### src/sfr_pkg.sv
// ----------------------------------------------------------------------------
// sfr_pkg: shared types and constants for the serial frame receiver
// Item structs, event and result codes, register map, compare unit bundles.
// ----------------------------------------------------------------------------
package sfr_pkg;

	// Input event codes
	localparam logic [1:0] OP_BYTE  = 2'd0;
	localparam logic [1:0] OP_TICK  = 2'd1;
	localparam logic [1:0] OP_RDERR = 2'd2;

	// Result kinds
	localparam logic [1:0] KIND_HEADER  = 2'd0;
	localparam logic [1:0] KIND_PAYLOAD = 2'd1;
	localparam logic [1:0] KIND_ERROR   = 2'd2;

	// Error codes
	localparam logic [2:0] ERR_NONE     = 3'd0;
	localparam logic [2:0] ERR_TIMEOUT  = 3'd1;
	localparam logic [2:0] ERR_READ     = 3'd2;
	localparam logic [2:0] ERR_STRAY    = 3'd3;
	localparam logic [2:0] ERR_OVERFLOW = 3'd4;
	localparam logic [2:0] ERR_BAD_END  = 3'd5;
	localparam logic [2:0] ERR_CHECKSUM = 3'd6;
	localparam logic [2:0] ERR_TYPE     = 3'd7;

	// Register indexes (word address paddr[3:2])
	localparam logic [1:0] REG_START   = 2'd0;
	localparam logic [1:0] REG_END     = 2'd1;
	localparam logic [1:0] REG_TIMEOUT = 2'd2;
	localparam logic [1:0] REG_BASE    = 2'd3;

	localparam logic [7:0]  RST_START   = 8'd126;
	localparam logic [7:0]  RST_END     = 8'd127;
	localparam logic [15:0] RST_TIMEOUT = 16'd100;
	localparam logic [7:0]  RST_BASE    = 8'd1;

	// Frame layout: start, recipient, type, length, checksum, payload, end
	localparam int FRAME_OVERHEAD = 6;
	localparam int POS_RCP        = 1;
	localparam int POS_TYPE       = 2;
	localparam int POS_LEN        = 3;
	localparam int POS_PAYLOAD    = 5;

	localparam logic [15:0] TICK_MAX = 16'hFFFF;

	localparam int CMP_W = 16;

	typedef struct packed {
		logic [1:0] op;
		logic [7:0] rx_byte;
	} in_item_t;

	typedef struct packed {
		logic [1:0] kind;
		logic [7:0] recipient;
		logic [7:0] msg_type;
		logic [5:0] pay_len;
		logic [7:0] payload_byte;
		logic [2:0] err_code;
		logic       last;
	} out_item_t;

	typedef struct packed {
		logic [CMP_W-1:0] a;
		logic [CMP_W-1:0] b;
	} cmp_req_t;

	typedef struct packed {
		logic eq;
		logic ge;
	} cmp_rsp_t;

endpackage

### src/sfr_cmp.sv
// ----------------------------------------------------------------------------
// sfr_cmp: shared magnitude compare unit
// Unsigned equality and greater-or-equal over one operand pair.
// ----------------------------------------------------------------------------
module sfr_cmp import sfr_pkg::*; (
	input  cmp_req_t req,
	output cmp_rsp_t rsp
);

	logic [CMP_W:0] diff;

	// Borrow out of a - b clear means a >= b
	assign diff   = {1'b0, req.a} - {1'b0, req.b};
	assign rsp.ge = ~diff[CMP_W];
	assign rsp.eq = (diff[CMP_W-1:0] == '0);

endmodule

### src/sfr_pbuf.sv
// ----------------------------------------------------------------------------
// sfr_pbuf: payload byte buffer
// One write port, one read port with registered read data.
// ----------------------------------------------------------------------------
module sfr_pbuf #(
	parameter int DEPTH = 32,
	parameter int AW    = 5
) (
	input  logic          clk,
	input  logic          wr_en,
	input  logic [AW-1:0] wr_addr,
	input  logic [7:0]    wr_data,
	input  logic          rd_en,
	input  logic [AW-1:0] rd_addr,
	output logic [7:0]    rd_data
);

	logic [7:0] mem [DEPTH];

	always_ff @(posedge clk) begin
		if (wr_en) begin
			mem[wr_addr] <= wr_data;
		end
	end

	// Hold read data until the next read
	always_ff @(posedge clk) begin
		if (rd_en) begin
			rd_data <= mem[rd_addr];
		end
	end

endmodule

### src/serial_frame_receiver.sv
// ----------------------------------------------------------------------------
// serial_frame_receiver: delimited frame receiver with XOR checksum
// A transaction is captured in the idle state and then executed; a frame's
// end byte runs the end, checksum, low type and high type checks in turn,
// then an error or the header leaves, followed by one payload result per
// cycle while the output is not stalled. The input stalls whenever the
// sequencer is not idle, so a new transaction is taken only once the last
// one is through. Reset clears config to defaults, goes idle and empties the
// output register.
// ----------------------------------------------------------------------------
module serial_frame_receiver import sfr_pkg::*; #(
	parameter int MAX_PAYLOAD = 32,
	parameter int NUM_TYPES   = 5
) (
	input  logic        clk,
	input  logic        arst_n,
	// Event input channel
	input  logic        in_valid,
	output logic        in_stall,
	input  in_item_t    in_item,
	// Result output channel
	output logic        out_valid,
	input  logic        out_stall,
	output out_item_t   out_item,
	// Configuration port
	input  logic        psel,
	input  logic        penable,
	input  logic        pwrite,
	input  logic [3:0]  paddr,
	input  logic [31:0] pwdata,
	output logic [31:0] prdata,
	output logic        pready
);

	// Byte count holds up to MAX_PAYLOAD + FRAME_OVERHEAD
	localparam int CW = $clog2(MAX_PAYLOAD + FRAME_OVERHEAD + 1);
	localparam int AW = (MAX_PAYLOAD > 1) ? $clog2(MAX_PAYLOAD) : 1;
	localparam logic [CW-1:0] CNT_LIMIT   = CW'(MAX_PAYLOAD + FRAME_OVERHEAD);
	localparam logic [CW-1:0] PAY_END_POS = CW'(MAX_PAYLOAD + POS_PAYLOAD);

	// Sequencer states, one-hot
	typedef enum logic [9:0] {
		S_IDLE     = 10'b00_0000_0001,
		S_EXEC     = 10'b00_0000_0010,
		S_FRAME    = 10'b00_0000_0100,
		S_CHK_END  = 10'b00_0000_1000,
		S_CHK_SUM  = 10'b00_0001_0000,
		S_CHK_TLO  = 10'b00_0010_0000,
		S_CHK_THI  = 10'b00_0100_0000,
		S_EMIT_ERR = 10'b00_1000_0000,
		S_EMIT_HDR = 10'b01_0000_0000,
		S_EMIT_PAY = 10'b10_0000_0000
	} state_t;

	state_t state_q, state_d;

	// Configuration registers
	logic [7:0]  start_q;
	logic [7:0]  end_q;
	logic [15:0] tmo_q;
	logic [7:0]  base_q;

	// Frame tracking state
	logic          in_frame_q, in_frame_d;
	logic [CW-1:0] count_q, count_d;
	logic [7:0]    xor_q, xor_d;
	logic [15:0]   ticks_q, ticks_d;
	logic [7:0]    len_q, len_d;
	logic [7:0]    rcp_q, rcp_d;
	logic [7:0]    typ_q, typ_d;

	// Current transaction and sequencer scratch
	logic [1:0]    op_q, op_d;
	logic [7:0]    byte_q, byte_d;
	logic [2:0]    err_q, err_d;
	logic [AW-1:0] idx_q, idx_d;

	// Output register
	logic      out_valid_q;
	out_item_t out_item_q;
	logic      out_load;
	out_item_t out_next;
	logic      emit_ok;

	// Shared compare unit
	cmp_req_t cmp_req;
	cmp_rsp_t cmp_rsp;

	// Payload buffer ports
	logic          wr_en;
	logic [AW-1:0] wr_addr;
	logic          rd_en;
	logic [AW-1:0] rd_addr;
	logic [7:0]    rd_data;

	logic [15:0]   ticks_nxt;
	logic [CW-1:0] count_inc;
	logic [CW-1:0] pay_off;
	logic [8:0]    frame_len;
	logic [8:0]    type_top;
	logic [8:0]    idx_inc;
	logic          cfg_wr;

	// ------------------------------------------------------------------
	// Configuration port: writes land on the access phase; always ready
	// ------------------------------------------------------------------
	assign pready = 1'b1;
	assign cfg_wr = psel & penable & pwrite;

	always_ff @(posedge clk or negedge arst_n) begin
		if (!arst_n) begin
			start_q <= RST_START;
			end_q   <= RST_END;
			tmo_q   <= RST_TIMEOUT;
			base_q  <= RST_BASE;
		end else if (cfg_wr) begin
			unique case (paddr[3:2])
				REG_START:   start_q <= pwdata[7:0];
				REG_END:     end_q   <= pwdata[7:0];
				REG_TIMEOUT: tmo_q   <= pwdata[15:0];
				REG_BASE:    base_q  <= pwdata[7:0];
				default:     ;
			endcase
		end
	end

	always_comb begin
		unique case (paddr[3:2])
			REG_START:   prdata = {24'd0, start_q};
			REG_END:     prdata = {24'd0, end_q};
			REG_TIMEOUT: prdata = {16'd0, tmo_q};
			REG_BASE:    prdata = {24'd0, base_q};
			default:     prdata = '0;
		endcase
	end

	// ------------------------------------------------------------------
	// Shared compare unit and payload buffer
	// ------------------------------------------------------------------
	sfr_cmp u_cmp (
		.req (cmp_req),
		.rsp (cmp_rsp)
	);

	sfr_pbuf #(
		.DEPTH (MAX_PAYLOAD),
		.AW    (AW)
	) u_pbuf (
		.clk     (clk),
		.wr_en   (wr_en),
		.wr_addr (wr_addr),
		.wr_data (byte_q),
		.rd_en   (rd_en),
		.rd_addr (rd_addr),
		.rd_data (rd_data)
	);

	// ------------------------------------------------------------------
	// Datapath helpers
	// ------------------------------------------------------------------
	// Idle tick counter saturates at all ones
	assign ticks_nxt = (ticks_q == TICK_MAX) ? ticks_q : ticks_q + 16'd1;
	assign count_inc = count_q + CW'(1);
	assign pay_off   = count_q - CW'(POS_PAYLOAD);
	assign wr_addr   = pay_off[AW-1:0];
	// Position just past the end byte, and one past the last accepted type
	assign frame_len = {1'b0, len_q} + 9'(FRAME_OVERHEAD);
	assign type_top  = {1'b0, base_q} + 9'(NUM_TYPES);
	assign idx_inc   = 9'(idx_q) + 9'd1;

	// The output register is free when empty or being drained this cycle
	assign emit_ok  = ~out_valid_q | ~out_stall;
	assign in_stall = (state_q != S_IDLE);

	// ------------------------------------------------------------------
	// Sequencer: one compare per step; unless the output stalls, one result per emit cycle
	// ------------------------------------------------------------------
	always_comb begin
		state_d    = state_q;
		in_frame_d = in_frame_q;
		count_d    = count_q;
		xor_d      = xor_q;
		ticks_d    = ticks_q;
		len_d      = len_q;
		rcp_d      = rcp_q;
		typ_d      = typ_q;
		op_d       = op_q;
		byte_d     = byte_q;
		err_d      = err_q;
		idx_d      = idx_q;
		cmp_req    = '0;
		out_load   = 1'b0;
		out_next   = '0;
		wr_en      = 1'b0;
		rd_en      = 1'b0;
		rd_addr    = '0;

		unique case (state_q)
			S_IDLE: begin
				// Capture the event transaction
				if (in_valid) begin
					op_d    = in_item.op;
					byte_d  = in_item.rx_byte;
					state_d = S_EXEC;
				end
			end

			S_EXEC: begin
				case (op_q)
					OP_TICK: begin
						// Ignore ticks outside a frame; otherwise count and
						// fire once the count passes the limit
						if (!in_frame_q) begin
							state_d = S_IDLE;
						end else begin
							cmp_req.a = tmo_q;
							cmp_req.b = ticks_nxt;
							ticks_d   = ticks_nxt;
							if (!cmp_rsp.ge) begin
								in_frame_d = 1'b0;
								count_d    = '0;
								ticks_d    = '0;
								err_d      = ERR_TIMEOUT;
								state_d    = S_EMIT_ERR;
							end else begin
								state_d = S_IDLE;
							end
						end
					end
					OP_RDERR: begin
						// Report only; frame state stays as is
						err_d   = ERR_READ;
						state_d = S_EMIT_ERR;
					end
					OP_BYTE: begin
						ticks_d = '0;
						if (!in_frame_q) begin
							// Open a frame on the start byte, else flag a stray byte
							cmp_req.a = CMP_W'(byte_q);
							cmp_req.b = CMP_W'(start_q);
							if (cmp_rsp.eq) begin
								in_frame_d = 1'b1;
								count_d    = CW'(1);
								xor_d      = '0;
								state_d    = S_IDLE;
							end else begin
								count_d = '0;
								err_d   = ERR_STRAY;
								state_d = S_EMIT_ERR;
							end
						end else begin
							// Drop the frame once it is full
							cmp_req.a = CMP_W'(count_q);
							cmp_req.b = CMP_W'(CNT_LIMIT);
							if (cmp_rsp.ge) begin
								in_frame_d = 1'b0;
								count_d    = '0;
								err_d      = ERR_OVERFLOW;
								state_d    = S_EMIT_ERR;
							end else begin
								state_d = S_FRAME;
							end
						end
					end
					default: state_d = S_IDLE;
				endcase
			end

			S_FRAME: begin
				// Is this byte the closing position of the frame?
				cmp_req.a = CMP_W'(count_inc);
				cmp_req.b = CMP_W'(frame_len);
				count_d   = count_inc;
				if (cmp_rsp.eq) begin
					in_frame_d = 1'b0;
					count_d    = '0;
					state_d    = S_CHK_END;
				end else begin
					// Fold into the checksum and store header or payload
					xor_d = xor_q ^ byte_q;
					if (count_q == CW'(POS_RCP)) begin
						rcp_d = byte_q;
					end
					if (count_q == CW'(POS_TYPE)) begin
						typ_d = byte_q;
					end
					if (count_q == CW'(POS_LEN)) begin
						len_d = byte_q;
					end
					if (count_q >= CW'(POS_PAYLOAD) && count_q < PAY_END_POS) begin
						wr_en = 1'b1;
					end
					state_d = S_IDLE;
				end
			end

			S_CHK_END: begin
				cmp_req.a = CMP_W'(byte_q);
				cmp_req.b = CMP_W'(end_q);
				if (!cmp_rsp.eq) begin
					err_d   = ERR_BAD_END;
					state_d = S_EMIT_ERR;
				end else begin
					state_d = S_CHK_SUM;
				end
			end

			S_CHK_SUM: begin
				// XOR over recipient..payload, checksum included, must be zero
				cmp_req.a = CMP_W'(xor_q);
				cmp_req.b = '0;
				if (!cmp_rsp.eq) begin
					err_d   = ERR_CHECKSUM;
					state_d = S_EMIT_ERR;
				end else begin
					state_d = S_CHK_TLO;
				end
			end

			S_CHK_TLO: begin
				cmp_req.a = CMP_W'(typ_q);
				cmp_req.b = CMP_W'(base_q);
				if (!cmp_rsp.ge) begin
					err_d   = ERR_TYPE;
					state_d = S_EMIT_ERR;
				end else begin
					state_d = S_CHK_THI;
				end
			end

			S_CHK_THI: begin
				cmp_req.a = CMP_W'(typ_q);
				cmp_req.b = CMP_W'(type_top);
				if (cmp_rsp.ge) begin
					err_d   = ERR_TYPE;
					state_d = S_EMIT_ERR;
				end else begin
					state_d = S_EMIT_HDR;
				end
			end

			S_EMIT_ERR: begin
				if (emit_ok) begin
					out_load          = 1'b1;
					out_next.kind     = KIND_ERROR;
					out_next.err_code = err_q;
					out_next.last     = 1'b1;
					state_d           = S_IDLE;
				end
			end

			S_EMIT_HDR: begin
				if (emit_ok) begin
					out_load           = 1'b1;
					out_next.kind      = KIND_HEADER;
					out_next.recipient = rcp_q;
					out_next.msg_type  = typ_q;
					out_next.pay_len   = len_q[5:0];
					out_next.last      = (len_q == 8'd0);
					if (len_q == 8'd0) begin
						state_d = S_IDLE;
					end else begin
						// Prefetch the first payload byte
						rd_en   = 1'b1;
						rd_addr = '0;
						idx_d   = '0;
						state_d = S_EMIT_PAY;
					end
				end
			end

			S_EMIT_PAY: begin
				if (emit_ok) begin
					out_load              = 1'b1;
					out_next.kind         = KIND_PAYLOAD;
					out_next.payload_byte = rd_data;
					out_next.last         = (idx_inc == {1'b0, len_q});
					if (idx_inc == {1'b0, len_q}) begin
						state_d = S_IDLE;
					end else begin
						// Advance and fetch the next byte
						rd_en   = 1'b1;
						rd_addr = idx_inc[AW-1:0];
						idx_d   = idx_inc[AW-1:0];
					end
				end
			end

			default: state_d = S_IDLE;
		endcase
	end

	// ------------------------------------------------------------------
	// Control registers
	// ------------------------------------------------------------------
	always_ff @(posedge clk or negedge arst_n) begin
		if (!arst_n) begin
			state_q     <= S_IDLE;
			in_frame_q  <= 1'b0;
			count_q     <= '0;
			xor_q       <= '0;
			ticks_q     <= '0;
			len_q       <= '0;
			out_valid_q <= 1'b0;
		end else begin
			state_q    <= state_d;
			in_frame_q <= in_frame_d;
			count_q    <= count_d;
			xor_q      <= xor_d;
			ticks_q    <= ticks_d;
			len_q      <= len_d;
			if (out_load) begin
				out_valid_q <= 1'b1;
			end else if (!out_stall) begin
				out_valid_q <= 1'b0;
			end
		end
	end

	// Payload registers: no reset needed
	always_ff @(posedge clk) begin
		rcp_q  <= rcp_d;
		typ_q  <= typ_d;
		op_q   <= op_d;
		byte_q <= byte_d;
		err_q  <= err_d;
		idx_q  <= idx_d;
		if (out_load) begin
			out_item_q <= out_next;
		end
	end

	assign out_valid = out_valid_q;
	assign out_item  = out_item_q;

endmodule

### config.mk
export PLATFORM = sky130hd
export DESIGN_NAME = serial_frame_receiver
export DESIGN_NICKNAME = d
export VERILOG_FILES = /design/src/sfr_pkg.sv /design/src/sfr_cmp.sv /design/src/sfr_pbuf.sv /design/src/serial_frame_receiver.sv
export SDC_FILE = /design/constraint.sdc
export NUM_CORES = 1
export LEC_CHECK = 0
export BUFFER_PORTS_ARGS = -buffer_cell sky130_fd_sc_hd__buf_2
export CORE_MARGIN = 2
export CORE_UTILIZATION = 52
export DETAILED_ROUTE_END_ITERATION = 6
export PLACE_DENSITY = 0.7
export SLEW_MARGIN = 30
export SYNTH_ARGS = -nofsm -noshare
export SYNTH_HDL_FRONTEND = slang
export SYNTH_SLANG_ARGS = --single-unit
### constraint.sdc
create_clock -name clk -period 6.7 [get_ports clk]
set_clock_uncertainty 0.15 [all_clocks]
set_input_delay 0.67 -clock clk [delete_from_list [all_inputs] [get_ports clk]]
set_output_delay 0.67 -clock clk [all_outputs]
set_load 0.005 [all_outputs]
==> metrics.txt <==
placed insts=2237; vias in the first global route=approximately 14000; CTS tree=built; FF-to-FF Start=state_q[7]; DRT Wirelength=around 54 mm; Post-Syn Instances=1648; Tightest Pin Transition=roughly 970 ps; largest net degree at the start of global routing=53; Final Cycle Share=92.27%; worst-path fanout max=17; status=finished, final reports clean; latest clock arrival within the worst-skew pair=about 580 ps; setup violators final=0; crit path launch type=flop; Overflow after GRT=0; synthesis-to-layout area growth=13.22%; Worst VDD drop=around 0.19 mV; Reg-to-Reg End=u_pbuf.mem[13][6]; fin cells=2320; Max Clk Rate=roughly 160 MHz; # IOs=between 100 and 150; min Tclk post-route=just over 6000 ps; H-tree levels=2; Synth Cell Area=a little over 20000 um^2; syn avg cell area=around 12 um^2; Hold Crit Depth=1; Iter 0 DRT Violations=between 1500 and 2000; Die X=around 200 um; Max clock buf depth=3; slack of the worst reg-to-reg path=about 520 ps; Total Routing Usage GR=26.50%; Cell Chain, Critical Path=nor3_2 > nand2_1 > or3_1 > nor2_1 > nand2_1 > o32ai_1 > a21oi_1 > ha_1 > a21o_1 > a31oi_1 > nor3_1 > a2111oi_1 > o211ai_1 > and4b_1 > a21o_1 > buf_4 > nor4_1 > buf_4; most common library cell in the layout ignoring fill and taps=edfxtp_1; clk sinks=approximately 420; Worst Hold End=op_q[0]; Post-synth EDFFs=334; vias=14510; initial antenna violation count=0; most frequently used flop master after synthesis=edfxtp_1; pre-CTS setup slack=roughly 600 ps; RSZ-0062 raised after global routing=false; CP Capture Type=flop; Max Slew Vio Count=0; first-pass GRT wire length=about 82 mm; Detailed Routing Iterations Pass 1=6; TritonCTS buffer count=between 40 and 50; CP max stage cell=a21o_1; Min-Delay Startpoint=in_item[8]; most frequent cells in the layout=edfxtp_1 (334), nand2_1 (156), nor2_1 (91); setup slack after layout=517.6 ps; pwr/cell area=~280 nW/um^2; Worst slew margin=35.48%; worst path arrival time=roughly 6400 ps; Rows=between 70 and 80; port bufs=about 90; starting density of the core=between 50% and 60%; CTS clock-pin slew for the worst setup and hold paths=60 ps; share of layout cells above drive strength 1=19.77%; wire length per cell=around 23 um; Setup TNS Final=0 ps; Leakage=between 8 and 9 nW; post-synthesis cell type count=89; NumNets Final=approximately 1800; post-DP HPWL=36.32 mm; Tightest Hold Check Type=in -> reg; delay of the slowest critical-path stage=approximately 530 ps; Die Footprint=40590 um^2; vias per cell=about 6.3; ANT nets after route=0; number of max-cap violations=0; ys async rst share=between 20% and 30%; final core occ=between 50% and 60%; critical path required time=a little under 7000 ps; DIE HEIGHT=approximately 200 um; number of hold violations in the final report=0; yosys warns=0; r2r worst-path depth=18; Core Area=~39000 um^2; # DRC=0; placer congestion estimate=around 0.9; clock root cell=clkbuf_16; WS Path Type=reg -> reg; Seq/Total Area, Yosys=about three fifths; Synth Register Bits=424
## stage by stage
step                area [um^2]  power, mW  hold WS (ps)
detailed placement        21520      4.103         353.3
global route              22960      6.644         117.1
global placement          21500      4.075         351.0
CTS                       22920      6.436         104.1
finish                    22960      6.438         121.4
floorplan                 20330      3.756         224.4
## what timing repair did
| action | CTS | global route |
|---|---|---|
| hold endpoints to repair | 31 | 0 |
| gates resized for setup | 0 | 1 |
| endpoints found under the setup margin | 0 | 140 |
| hold buffers | 1 | 0 |
| setup buffers | 0 | 0 |
## kinds of logic after synthesis
kind of cell | Yosys count | share of synthesized area (%)
and+or+nand+nor | 525 | 13.35
DFF | 424 | 60.68
AOI/OAI and AO/OA | 365 | 12.11
buffers and inverters | 140 | 3.215
muxes | 125 | 7.108
xor gates and xnor gates | 38 | 1.715
adders and majority gates | 29 | 1.789
other | 2 | 0.03703
## area by class of cell
| class | instances | area, um^2 |
|---|---|---|
| sequential | 424 | 12300 |
| tap | 518 | 648.1 |
| multi-input combinational | 1099 | 7458 |
| antenna | 1 | 2.502 |
| clock buffer | 56 | 1220 |
| inverter | 36 | 135.1 |
| clock inverter | 24 | 170.2 |
| fill | 3052 | 15600 |
| timing repair buffer | 162 | 1021 |
## power breakdown
part           internal [mW]  switching [mW]
Clock                   1.33            1.03
Sequential              3.04           0.117
Combinational          0.340           0.585
## critical path, delay by kind of cell, from the launching register on
family                     cells  cell delay, ps
AOI/OAI and AO/OA              7            2310
adders and majority gates      1             390
buffers and inverters          2             560
DFF                            1             460
and+or+nand+nor                8            2040
## worst max path at each step
stage / start / cells past startpoint / end
final: state_q[7] / 18 / u_pbuf.mem[13][6]
after global routing: ticks_q[0] / 21 / u_pbuf.mem[24][0]
after CTS: ticks_q[0] / 21 / u_pbuf.mem[13][7]
after detailed placement: ticks_q[0] / 21 / u_pbuf.mem[24][7]
after global placement: ticks_q[0] / 21 / u_pbuf.mem[24][7]
after floorplan: state_q[7] / 19 / u_pbuf.mem[25][0]
## flip-flops by register name, indices dropped and copies added, names as in the netlist
| signal | flops |
|---|---|
| start_q | 8 |
| count_q | 6 |
| end_q | 8 |
| xor_q | 8 |
| in_frame_q | 1 |
| out_valid | 1 |
| state_q | 10 |
| err_q | 3 |
| tmo_q | 16 |
| rcp_q | 8 |
| base_q | 8 |
| idx_q | 5 |
| u_pbuf.rd_data | 8 |
| ticks_q | 16 |
| typ_q | 8 |
| op_q | 2 |
| len_q | 8 |
| byte_q | 8 |
| out_item | 36 |
| u_pbuf.mem | 256 |
## per-layer routing
metal	up-vias	routed length, um	track usage, %
met3	113	5833	5.766
met5	-	0	0
li1	6513	-	-
met1	7046	21880	36.69
met4	0	1686	9.874
met2	833	24590	41.34
## Yosys cell counts, types with 44 or more instances
master	instances	share of area (%)
mux2_2	62	3.4
a21oi_1	63	1.6
o21ai_0	86	2.1
clkbuf_1	53	0.98
nor3_1	44	1.1
and2_1	56	1.7
edfxtp_1	334	49
mux2i_1	54	2.7
dfrtp_1	72	8.9
nand2_1	156	2.9
nor2_1	95	1.8
Power figures use the tool's default switching activity.
